===== src/hdl/crwc_pkg.sv =====
// ----------------------------------------------------------------------------
// Count rescaler package
// Widths, register indexes, state type and divider request/response types.
// ----------------------------------------------------------------------------
package crwc_pkg;

    localparam int CNT_W      = 16;
    localparam int REG_W      = 32;
    localparam int PROD_W     = CNT_W + REG_W;
    localparam int REM_W      = 34;
    localparam int Q_W        = PROD_W + 1;
    localparam int DIGIT_W    = 4;
    localparam int MUL_STEPS  = CNT_W / DIGIT_W;
    localparam int MUL_CNT_W  = $clog2(MUL_STEPS);
    localparam int STEP_W     = $clog2(PROD_W + 1);
    localparam int ALIGN_W    = PROD_W - REM_W;
    localparam int CFG_IDX_W  = 1;

    localparam logic [STEP_W-1:0] DIV1_STEPS = STEP_W'(PROD_W);
    localparam logic [STEP_W-1:0] DIV2_STEPS = STEP_W'(REM_W);

    localparam logic [CFG_IDX_W-1:0] CFG_TOTAL_FRAGMENTS = CFG_IDX_W'(0);
    localparam logic [CFG_IDX_W-1:0] CFG_TARGET_FACTOR   = CFG_IDX_W'(1);

    localparam logic [REG_W-1:0] NF_RESET = REG_W'(1);
    localparam logic [REG_W-1:0] RF_RESET = REG_W'(10000000);

    typedef enum logic [2:0] {
        S_IDLE,
        S_MUL,
        S_LOAD,
        S_DIV1,
        S_CHK,
        S_DIV2,
        S_DONE
    } t_state;

    typedef struct packed {
        logic              start;
        logic [PROD_W-1:0] dividend;
        logic [REG_W-1:0]  divisor;
        logic [STEP_W-1:0] steps;
    } t_div_req;

    typedef struct packed {
        logic              done;
        logic [PROD_W-1:0] quotient;
        logic [REG_W-1:0]  remainder;
    } t_div_rsp;

endpackage


===== src/hdl/crwc_in_if.sv =====
// ----------------------------------------------------------------------------
// Count rescaler request channel
// Valid/ready channel carrying one count per request.
// ----------------------------------------------------------------------------
interface crwc_in_if import crwc_pkg::*; ();

    logic             valid;
    logic             ready;
    logic [CNT_W-1:0] count_in;

    modport source (output valid, output count_in, input ready);
    modport sink   (input valid, input count_in, output ready);

endinterface


===== src/hdl/crwc_out_if.sv =====
// ----------------------------------------------------------------------------
// Count rescaler result channel
// Valid/ready channel carrying one rescaled count and its overflow flag.
// ----------------------------------------------------------------------------
interface crwc_out_if import crwc_pkg::*; ();

    logic             valid;
    logic             ready;
    logic [CNT_W-1:0] count_out;
    logic             overflow;

    modport source (output valid, output count_out, output overflow, input ready);
    modport sink   (input valid, input count_out, input overflow, output ready);

endinterface


===== src/hdl/crwc_div.sv =====
// ----------------------------------------------------------------------------
// Radix-2 serial divider
// Restoring division, one quotient bit per cycle, over a left-aligned
// dividend for a requested number of steps.
// ----------------------------------------------------------------------------
module crwc_div import crwc_pkg::*; (
    input  logic     i_clk,
    input  logic     i_rst_n,
    input  t_div_req i_req,
    output t_div_rsp o_rsp
);

    logic              r_busy;
    logic              r_done;
    logic [STEP_W-1:0] r_cnt;
    logic [PROD_W-1:0] r_dvd;
    logic [PROD_W-1:0] r_quo;
    logic [REG_W-1:0]  r_rmd;
    logic [REG_W-1:0]  r_dvs;

    logic [REG_W:0]    w_shift;
    logic [REG_W:0]    w_diff;
    logic              w_ge;

    assign w_shift = {r_rmd, r_dvd[PROD_W-1]};
    assign w_diff  = w_shift - {1'b0, r_dvs};
    assign w_ge    = (w_shift >= {1'b0, r_dvs});

    always_ff @(posedge i_clk) begin
        if (!i_rst_n) begin
            r_busy <= 1'b0;
            r_done <= 1'b0;
            r_cnt  <= '0;
        end else begin
            r_done <= r_busy && (r_cnt == STEP_W'(1));
            if (i_req.start) begin
                r_busy <= 1'b1;
                r_cnt  <= i_req.steps;
            end else if (r_busy) begin
                r_cnt <= r_cnt - STEP_W'(1);
                if (r_cnt == STEP_W'(1)) begin
                    r_busy <= 1'b0;
                end
            end
        end
    end

    always_ff @(posedge i_clk) begin
        if (i_req.start) begin
            r_dvd <= i_req.dividend;
            r_dvs <= i_req.divisor;
            r_quo <= '0;
            r_rmd <= '0;
        end else if (r_busy) begin
            r_dvd <= {r_dvd[PROD_W-2:0], 1'b0};
            r_quo <= {r_quo[PROD_W-2:0], w_ge};
            r_rmd <= w_ge ? w_diff[REG_W-1:0] : w_shift[REG_W-1:0];
        end
    end

    assign o_rsp.done      = r_done;
    assign o_rsp.quotient  = r_quo;
    assign o_rsp.remainder = r_rmd;

endmodule


===== src/hdl/count_rescale_with_carry.sv =====
// ----------------------------------------------------------------------------
// Count rescaler with carried remainder
// Scales each count by target_factor / total_fragments and pays out the
// collected division remainders once they reach target_factor.
// ----------------------------------------------------------------------------
// Usage:
//   i_req carries one 16-bit count per request; o_rsp returns one rescaled
//   count with an overflow flag per request, in order.
//   Configuration: i_cfg_we with i_cfg_idx 0 writes total_fragments, index 1
//   writes target_factor; write only while no request is in flight.
//   A zero count skips the multiplier and the divider; the remainder payout
//   runs only when the carried remainder reaches target_factor.
//   One request at a time: the next is taken only once the previous result
//   is loaded into the output register. The 4-bit-per-cycle multiplier feeds
//   the shared radix-2 divider, which yields the quotient and, when needed,
//   the remainder payout.
//   Reset clears the carried remainder, sets total_fragments to 1 and
//   target_factor to 10000000, and drops any pending result.
//   A stalled receiver holds the result in the output register; the block
//   still takes and works one further request, then waits with it finished.
// ----------------------------------------------------------------------------
module count_rescale_with_carry import crwc_pkg::*; (
    input  logic                 i_clk,
    input  logic                 i_rst_n,
    input  logic                 i_cfg_we,
    input  logic [CFG_IDX_W-1:0] i_cfg_idx,
    input  logic [REG_W-1:0]     i_cfg_data,
    crwc_in_if.sink              i_req,
    crwc_out_if.source           o_rsp
);

    t_state               r_state;
    t_state               n_state;

    logic [REG_W-1:0]     r_nf;
    logic [REG_W-1:0]     r_rf;
    logic [REM_W-1:0]     r_rem;
    logic [CNT_W-1:0]     r_c;
    logic [MUL_CNT_W-1:0] r_mcnt;
    logic [PROD_W-1:0]    r_p;
    logic [Q_W-1:0]       r_q;
    logic                 r_out_valid;
    logic [CNT_W-1:0]     r_out_cnt;
    logic                 r_out_ovf;

    logic                        w_accept;
    logic                        w_load_out;
    logic                        w_rem_hit;
    logic [REG_W-1:0]            w_nf;
    logic [DIGIT_W+REG_W-1:0]    w_prod;
    logic [REM_W-1:0]            w_rem_sum;
    t_div_req                    w_div_req;
    t_div_rsp                    w_div_rsp;

    crwc_div u_div (
        .i_clk   (i_clk),
        .i_rst_n (i_rst_n),
        .i_req   (w_div_req),
        .o_rsp   (w_div_rsp)
    );

    assign i_req.ready = (r_state == S_IDLE);
    assign w_accept    = i_req.valid && i_req.ready;
    assign w_load_out  = (r_state == S_DONE) && (!r_out_valid || o_rsp.ready);
    assign w_nf        = (r_nf == '0) ? REG_W'(1) : r_nf;
    assign w_prod      = (DIGIT_W+REG_W)'(r_c[CNT_W-1 -: DIGIT_W])
                         * (DIGIT_W+REG_W)'(r_rf);
    assign w_rem_sum   = r_rem + REM_W'(w_div_rsp.remainder);
    assign w_rem_hit   = (r_rf != '0) && (r_rem >= REM_W'(r_rf));

    always_ff @(posedge i_clk) begin
        if (!i_rst_n) begin
            r_state <= S_IDLE;
        end else begin
            r_state <= n_state;
        end
    end

    always_comb begin
        n_state            = r_state;
        w_div_req.start    = 1'b0;
        w_div_req.dividend = r_p;
        w_div_req.divisor  = w_nf;
        w_div_req.steps    = DIV1_STEPS;
        case (r_state)
            S_IDLE: begin
                if (w_accept) begin
                    n_state = (i_req.count_in == '0) ? S_DONE : S_MUL;
                end
            end
            S_MUL: begin
                if (r_mcnt == MUL_CNT_W'(MUL_STEPS - 1)) begin
                    n_state = S_LOAD;
                end
            end
            S_LOAD: begin
                w_div_req.start = 1'b1;
                n_state         = S_DIV1;
            end
            S_DIV1: begin
                if (w_div_rsp.done) begin
                    n_state = S_CHK;
                end
            end
            S_CHK: begin
                w_div_req.dividend = {r_rem, {ALIGN_W{1'b0}}};
                w_div_req.divisor  = r_rf;
                w_div_req.steps    = DIV2_STEPS;
                if (w_rem_hit) begin
                    w_div_req.start = 1'b1;
                    n_state         = S_DIV2;
                end else begin
                    n_state = S_DONE;
                end
            end
            S_DIV2: begin
                if (w_div_rsp.done) begin
                    n_state = S_DONE;
                end
            end
            S_DONE: begin
                if (w_load_out) begin
                    n_state = S_IDLE;
                end
            end
            default: begin
                n_state = S_IDLE;
            end
        endcase
    end

    always_ff @(posedge i_clk) begin
        if (!i_rst_n) begin
            r_nf  <= NF_RESET;
            r_rf  <= RF_RESET;
            r_rem <= '0;
        end else begin
            if (i_cfg_we) begin
                case (i_cfg_idx)
                    CFG_TOTAL_FRAGMENTS: r_nf <= i_cfg_data;
                    CFG_TARGET_FACTOR:   r_rf <= i_cfg_data;
                    default: ;
                endcase
            end
            if (r_state == S_DIV1 && w_div_rsp.done) begin
                r_rem <= w_rem_sum;
            end else if (r_state == S_DIV2 && w_div_rsp.done) begin
                r_rem <= REM_W'(w_div_rsp.remainder);
            end
        end
    end

    always_ff @(posedge i_clk) begin
        case (r_state)
            S_IDLE: begin
                r_c    <= i_req.count_in;
                r_mcnt <= '0;
                r_p    <= '0;
                r_q    <= '0;
            end
            S_MUL: begin
                r_p    <= {r_p[PROD_W-DIGIT_W-1:0], {DIGIT_W{1'b0}}} + PROD_W'(w_prod);
                r_c    <= {r_c[CNT_W-DIGIT_W-1:0], {DIGIT_W{1'b0}}};
                r_mcnt <= r_mcnt + MUL_CNT_W'(1);
            end
            S_DIV1: begin
                if (w_div_rsp.done) begin
                    r_q <= Q_W'(w_div_rsp.quotient);
                end
            end
            S_DIV2: begin
                if (w_div_rsp.done) begin
                    r_q <= r_q + Q_W'(w_div_rsp.quotient);
                end
            end
            default: ;
        endcase
    end

    always_ff @(posedge i_clk) begin
        if (!i_rst_n) begin
            r_out_valid <= 1'b0;
        end else if (w_load_out) begin
            r_out_valid <= 1'b1;
        end else if (o_rsp.ready) begin
            r_out_valid <= 1'b0;
        end
    end

    always_ff @(posedge i_clk) begin
        if (w_load_out) begin
            r_out_cnt <= r_q[CNT_W-1:0];
            r_out_ovf <= |r_q[Q_W-1:CNT_W];
        end
    end

    assign o_rsp.valid     = r_out_valid;
    assign o_rsp.count_out = r_out_cnt;
    assign o_rsp.overflow  = r_out_ovf;

endmodule


===== src/flat_wrapper.sv =====
// flat-port wrapper written by rule: the top's interface ports become plain ports
module count_rescale_with_carry_flat import crwc_pkg::*;
  (i_clk, i_rst_n, i_cfg_we, i_cfg_idx, i_cfg_data, i_req_valid, i_req_count_in, i_req_ready, o_rsp_valid, o_rsp_count_out, o_rsp_overflow, o_rsp_ready);
  crwc_in_if i_req_i ();
  crwc_out_if o_rsp_i ();
  input  logic i_clk;
  input  logic i_rst_n;
  input  logic i_cfg_we;
  input  logic [CFG_IDX_W-1:0] i_cfg_idx;
  input  logic [REG_W-1:0] i_cfg_data;
  input wire logic [$bits(i_req_i.valid)-1:0] i_req_valid;
  input wire logic [$bits(i_req_i.count_in)-1:0] i_req_count_in;
  output wire logic [$bits(i_req_i.ready)-1:0] i_req_ready;
  output wire logic [$bits(o_rsp_i.valid)-1:0] o_rsp_valid;
  output wire logic [$bits(o_rsp_i.count_out)-1:0] o_rsp_count_out;
  output wire logic [$bits(o_rsp_i.overflow)-1:0] o_rsp_overflow;
  input wire logic [$bits(o_rsp_i.ready)-1:0] o_rsp_ready;
  assign i_req_i.valid = i_req_valid;
  assign i_req_i.count_in = i_req_count_in;
  assign i_req_ready = i_req_i.ready;
  assign o_rsp_valid = o_rsp_i.valid;
  assign o_rsp_count_out = o_rsp_i.count_out;
  assign o_rsp_overflow = o_rsp_i.overflow;
  assign o_rsp_i.ready = o_rsp_ready;
  count_rescale_with_carry u_core (.i_clk(i_clk), .i_rst_n(i_rst_n), .i_cfg_we(i_cfg_we), .i_cfg_idx(i_cfg_idx), .i_cfg_data(i_cfg_data), .i_req(i_req_i), .o_rsp(o_rsp_i));
endmodule

===== config.mk =====
export PLATFORM = sky130hd
export DESIGN_NAME = count_rescale_with_carry_flat
export DESIGN_NICKNAME = d
export VERILOG_FILES = /design/src/hdl/crwc_pkg.sv /design/src/hdl/crwc_in_if.sv /design/src/hdl/crwc_out_if.sv /design/src/hdl/crwc_div.sv /design/src/hdl/count_rescale_with_carry.sv /design/src/flat_wrapper.sv
export SDC_FILE = /design/constraint.sdc
export NUM_CORES = 1
export LEC_CHECK = 0
export BUFFER_PORTS_ARGS = -buffer_cell sky130_fd_sc_hd__buf_2
export CAP_MARGIN = 20
export CORE_MARGIN = 4
export CORE_UTILIZATION = 60
export CTS_BUF_LIST = sky130_fd_sc_hd__clkbuf_16
export CTS_CLUSTER_DIAMETER = 200
export DETAILED_ROUTE_END_ITERATION = 16
export PLACE_DENSITY = 0.77
export SYNTH_ARGS = -nofsm -noshare
export SYNTH_HDL_FRONTEND = slang
export SYNTH_HIERARCHICAL = 1
export SYNTH_SLANG_ARGS = --single-unit

===== constraint.sdc =====
create_clock -name i_clk -period 7.6 [get_ports i_clk]
set_clock_uncertainty 0.15 [all_clocks]
set_input_delay 1.14 -clock i_clk [delete_from_list [all_inputs] [get_ports i_clk]]
set_output_delay 1.14 -clock i_clk [all_outputs]
set_load 0.03 [all_outputs]

==> impl.org <==
** Status
- Run status :: complete, no violations

** Pwr
- Summed over all cells, the static leakage comes to roughly 13 nW.
- For this design the ratio of total power to cell area is around 250 mW/mm^2.
- Maximum vdd ir drop :: ~0.00022 V

** Routing
- Summing over every cut layer, the via total after detailed routing is approximately 24,000.
- The first routing iteration left between 2,000 and 2,500 violations.
- The routed design has 78,000 um of wire.
- DR WL met2 :: roughly 34,000 um
- For this run, design rule violations remaining after detail routing come to 0.
- The pre-antenna-repair detailed-routing pass consisted of 5 iterations.
- After detailed routing, the average wire length per cell comes to between 20 and 25 um.
- In the routed layout, each cell is associated on average with a via count of 6.192.
- After detailed routing, no signal wire sits above met4.
- Wire length on met1 :: approximately 35,000 um
- Once detail routing completed, the nets flagged for antenna violations numbered 0.
- Detail Route met3 WL :: 5947 um

** Place
- Number of port buffers :: 72
- Sum of net half-perimeters after detailed placement :: roughly 58,000 um
- Routability cong. :: 0.9493

** STA
- Measured against its own limit, the worst slew margin works out to a little over a quarter.
- Unrepaired setup endpoints after global routing :: false
- Final period demand of the worst path :: slightly below 6000 ps
- Count of endpoints failing setup in the final report :: 0
- Setup total negative slack on the finished layout was measured at 0 ps.
- For the pin with the worst max-slew slack, the measured transition is about 1100 ps.
- In the finished design, the share of the clock period the worst path needs comes to about four fifths.
- Number of max-slew violations in the final report :: 0
- Final hold violations :: 0
- Based on the critical path, the design can be clocked at up to between 0.15 and 0.2 GHz.

** CTS
- CTS tree :: done
- The H-tree generated during clock tree synthesis spans 2 levels.
- Maximum clock path buffer count :: 3
- At the later pin of the worst-skew pair, clock insertion delay measures about 600 ps.
- Post-CTS resize count :: 0
- The number of clock buffers added by TritonCTS is 46.
- Clk root buf :: sky130_fd_sc_hd__clkbuf_16
- In this run, post-CTS hold repair placed 0 buffers.
- Number of buffers inserted to repair setup after CTS :: 0
- Clock transition at path regs :: around 60 ps
- The clock drives 402 sinks.

** Synthesis
- After synthesis the netlist holds a flip-flop and latch count of ~400.
- Number of enable flip-flop cells after synthesis :: between 200 and 250
- Fraction of registers with async set or reset after synthesis :: 0%
- Sequential cells were found to cover a little over a third of the synthesized design area.
- Mapped cell area :: 0.02887 sq mm
- During synthesis, Yosys emitted a total of 6 warnings.
- The netlist uses 84 different library cells.
- Number of instances in the synthesized netlist :: ~3,200
- The most used flip-flop cell after synthesis is sky130_fd_sc_hd__edfxtp_1.
- The average instance in the mapped netlist occupies about 8.9 sq um.

** Final layout
- Area used by sequential logic in the layout :: 0.01017 sq mm
- In the final layout, the multi-input gates occupy approximately 0.017 sq mm.
- Final core utilization :: between 60% and 70%
- Number of inserted diodes :: 0
- Relative to the synthesized area, the layout overhead comes to 7.952%.
- The post-route netlist has between 7 and 8% of its cells at a drive strength greater than 1.
- Counting the fill cells in the layout gives just under 4,000.
- # nets final :: between 3,000 and 4,000

** Setup path
- In this run the critical register-to-register path is launched from u_core/r_c[13]$_DFFE_PP_.
- Worst r2r path cells :: 16
- Kind of start point of the critical path :: register
- The endpoint identified for the worst register-to-register timing path is u_core/r_p[33]$_SDFFCE_PN0P_.
- Timing startpoint of the critical path :: u_core/r_c[13]$_DFFE_PP_
- Highest fanout seen on the critical path :: 32
- Arrival time at the worst endpoint :: ~6200 ps
- WP data required :: approximately 7800 ps
- The critical path is of the register to register type.
- Setup crit end kind :: register
- Setup slack on the worst reg-to-reg path comes out at around 1700 ps.
- The most critical setup path has its endpoint at u_core/r_p[33]$_SDFFCE_PN0P_.

** Floorplanning
- Top-level port count :: 73
- The core region is between 0.04 and 0.05 sq mm.
- The die is 227.4 um tall.
- The die is approximately 230 um wide.
- Count of standard-cell rows :: 80
- The die covers 0.05169 sq mm.
- Initial core utilization :: between 60% and 70%

** GRT
- All-layer global routing usage :: between 20% and 30%
- The via count of the first global-routing pass is 23,130.
- Maximum number of pins on one net before global-route repair :: between 100 and 150
- Sum of overflow across all layers after global routing :: 0
- The number of antenna violations at the first check in global routing was 1.
- The first global-routing pass estimated roughly 120,000 um of wire.

** Min path
- Class of the tightest hold or removal check :: register to register

** Job
- The tool flagged a number of max-cap violations equal to 0.
==> registers in the layout, summed over array words and instances, names as in the netlist <==
| signal | flops |
|---|---|
| u_core/r_state | 3 |
| u_core/r_nf | 32 |
| u_core/o_rsp.overflow | 1 |
| u_core/r_rem | 34 |
| u_core/r_p | 48 |
| u_core/r_q | 49 |
| u_core/o_rsp.valid | 1 |
| u_core/u_div/r_rmd | 32 |
| u_core/u_div/r_done | 1 |
| u_core/u_div/r_quo | 48 |
| u_core/o_rsp.count_out | 16 |
| u_core/r_c | 16 |
| u_core/u_div/r_cnt | 6 |
| u_core/u_div/r_dvs | 32 |
| u_core/r_mcnt | 2 |
| u_core/u_div/r_dvd | 48 |
| u_core/u_div/r_busy | 1 |
| u_core/r_rf | 32 |
==> placed cells by master, fill, tap and decap left out, drive strengths merged, types with 60 or more instances in the layout <==
| cell type | instances |
|---|---|
| a21boi | 60 |
| a21o | 73 |
| a21oi | 157 |
| and2 | 148 |
| buf | 96 |
| dfxtp | 190 |
| edfxtp | 212 |
| fa | 94 |
| ha | 191 |
| inv | 281 |
| mux2 | 65 |
| mux2i | 77 |
| nand2 | 443 |
| nand3 | 61 |
| nor2 | 210 |
| o21ai | 219 |
| xnor2 | 75 |
==> layout make-up <==
cell class,instances,share of cell area [%]
multi-input cells,2428,55.01
flip-flops and latches,402,32.64
clock buffers,46,3.693
inverters,267,3.216
well taps,615,2.469
repair buffers,96,1.911
clock inverters,40,1.056
==> logic make-up after synthesis <==
family	after synthesis	share of synthesized area, %
XOR/XNOR	126	3.822
flip-flops	402	35.22
AO/OA/AOI/OAI	777	17.42
adder cells (fa/ha/maj)	285	14.80
multiplexers	142	5.205
buffers and inverters	421	5.582
AND/OR/NAND/NOR	1094	17.92
other	2	0.02601
==> power breakdown <==
| group | internal, mW | total [mW] | switching, mW |
|---|---|---|---|
| logic | 1.13 | 2.89 | 1.75 |
| registers | 2.50 | 2.75 | 0.253 |
| clock network | 1.25 | 2.18 | 0.934 |
| total | 4.88 | 7.82 | 2.94 |
==> worst max-delay path: stages (launching register included) <==
cell                       delay, ps
sky130_fd_sc_hd__edfxtp_1        940
sky130_fd_sc_hd__and2_1          260
sky130_fd_sc_hd__fa_1            450
sky130_fd_sc_hd__fa_1            550
sky130_fd_sc_hd__inv_1            60
sky130_fd_sc_hd__fa_1            510
sky130_fd_sc_hd__inv_1            50
sky130_fd_sc_hd__ha_1            330
sky130_fd_sc_hd__nor2b_1         180
sky130_fd_sc_hd__o2111a_1        280
sky130_fd_sc_hd__or4b_1          520
sky130_fd_sc_hd__a221o_1         410
sky130_fd_sc_hd__o211ai_2        300
sky130_fd_sc_hd__and4_4          290
sky130_fd_sc_hd__o31ai_1          90
sky130_fd_sc_hd__xor2_1          150
sky130_fd_sc_hd__and2_1          160
==> routing by layer <==
layer / global-route usage (%) / vias up
met2: 45.34 / 930
met5: 0 / -
met4: 9.740 / 0
li1: - / 11360
met1: 44.62 / 11680
met3: 4.410 / 142
==> cell usage after synthesis (6+ instances only) <==
cell type                  count  area [sq um]
sky130_fd_sc_hd__a31o_2        6         52.55
sky130_fd_sc_hd__xor2_1       51         446.7
sky130_fd_sc_hd__o21bai_1     24         180.2
sky130_fd_sc_hd__or3_1        12         75.07
sky130_fd_sc_hd__a22oi_1      14         105.1
sky130_fd_sc_hd__o21ai_1      13         65.06
sky130_fd_sc_hd__dfxtp_1     190          3804
sky130_fd_sc_hd__nand2_1     442          1659
sky130_fd_sc_hd__nor2b_1      25         156.4
sky130_fd_sc_hd__and3_1       23         143.9
sky130_fd_sc_hd__a21boi_0     60         450.4
sky130_fd_sc_hd__a22o_1       12         105.1
sky130_fd_sc_hd__o211a_1       7         70.07
sky130_fd_sc_hd__nor3b_1       7         52.55
sky130_fd_sc_hd__nand3_1      61         305.3
sky130_fd_sc_hd__inv_1       265         994.7
sky130_fd_sc_hd__o21a_1       23         172.7
sky130_fd_sc_hd__clkbuf_1    141         529.3
sky130_fd_sc_hd__xnor2_1      75         656.9
sky130_fd_sc_hd__and4_1        9         78.83
sky130_fd_sc_hd__nand3b_1      6         45.04
sky130_fd_sc_hd__ha_1        191          2390
sky130_fd_sc_hd__o31ai_1      13         97.59
sky130_fd_sc_hd__o22ai_1       6         37.54
sky130_fd_sc_hd__a31oi_1      20         125.1
sky130_fd_sc_hd__a21o_1       73         548.0
sky130_fd_sc_hd__a41oi_1       7         61.31
sky130_fd_sc_hd__fa_1         94          1882
sky130_fd_sc_hd__and2_1      148         925.9
sky130_fd_sc_hd__nor3_1       38         190.2
sky130_fd_sc_hd__nor4_1       30         187.7
sky130_fd_sc_hd__o21ai_0     206          1031
sky130_fd_sc_hd__o211ai_1     39         292.8
sky130_fd_sc_hd__mux2_2       64         720.7
sky130_fd_sc_hd__a211oi_1     42         315.3
sky130_fd_sc_hd__buf_1         7         26.28
sky130_fd_sc_hd__nor2_1      210         788.3
sky130_fd_sc_hd__a21oi_1     155         775.7
sky130_fd_sc_hd__a211o_1       9         78.83
sky130_fd_sc_hd__edfxtp_1    212          6366
sky130_fd_sc_hd__nand4_1      43         269.0
sky130_fd_sc_hd__nand2b_1     22         137.6
sky130_fd_sc_hd__mux2i_1      77         770.7
==> how the worst min path moves through the flow <==
| stage | end | depth (start not counted) | slack, ps | from |
|---|---|---|---|---|
| global route | u_core/o_rsp.count_out[6]$_DFFE_PP_ | 0 | 310 | u_core/r_q[6]$_DFFE_PP_ |
| CTS | u_core/o_rsp.count_out[6]$_DFFE_PP_ | 0 | 310 | u_core/r_q[6]$_DFFE_PP_ |
| finish | u_core/o_rsp.count_out[6]$_DFFE_PP_ | 0 | 300 | u_core/r_q[6]$_DFFE_PP_ |
| floorplan | u_core/o_rsp.count_out[0]$_DFFE_PP_ | 0 | 280 | u_core/r_q[0]$_DFFE_PP_ |
| global placement | u_core/o_rsp.count_out[13]$_DFFE_PP_ | 0 | 300 | u_core/r_q[13]$_DFFE_PP_ |
| detailed placement | u_core/o_rsp.count_out[6]$_DFFE_PP_ | 0 | 290 | u_core/r_q[6]$_DFFE_PP_ |
==> per-stage QoR <==
| step | instances | worst slack, ps | hold WS [ps] | total power, mW | instance area, sq um |
|---|---|---|---|---|---|
| global route | 3894 | 1396 | 312.2 | 8.287 | 31170 |
| global placement | 3805 | 1825 | 295.5 | 5.520 | 29620 |
| detailed placement | 3807 | 1685 | 292.7 | 5.604 | 29670 |
| CTS | 3893 | 1668 | 306.9 | 7.803 | 31150 |
| floorplan | 3251 | 2083 | 283.4 | 4.914 | 28880 |
| finish | 3894 | 1655 | 304.1 | 7.819 | 31170 |
Note: power is estimated with default switching activity, not from simulation.
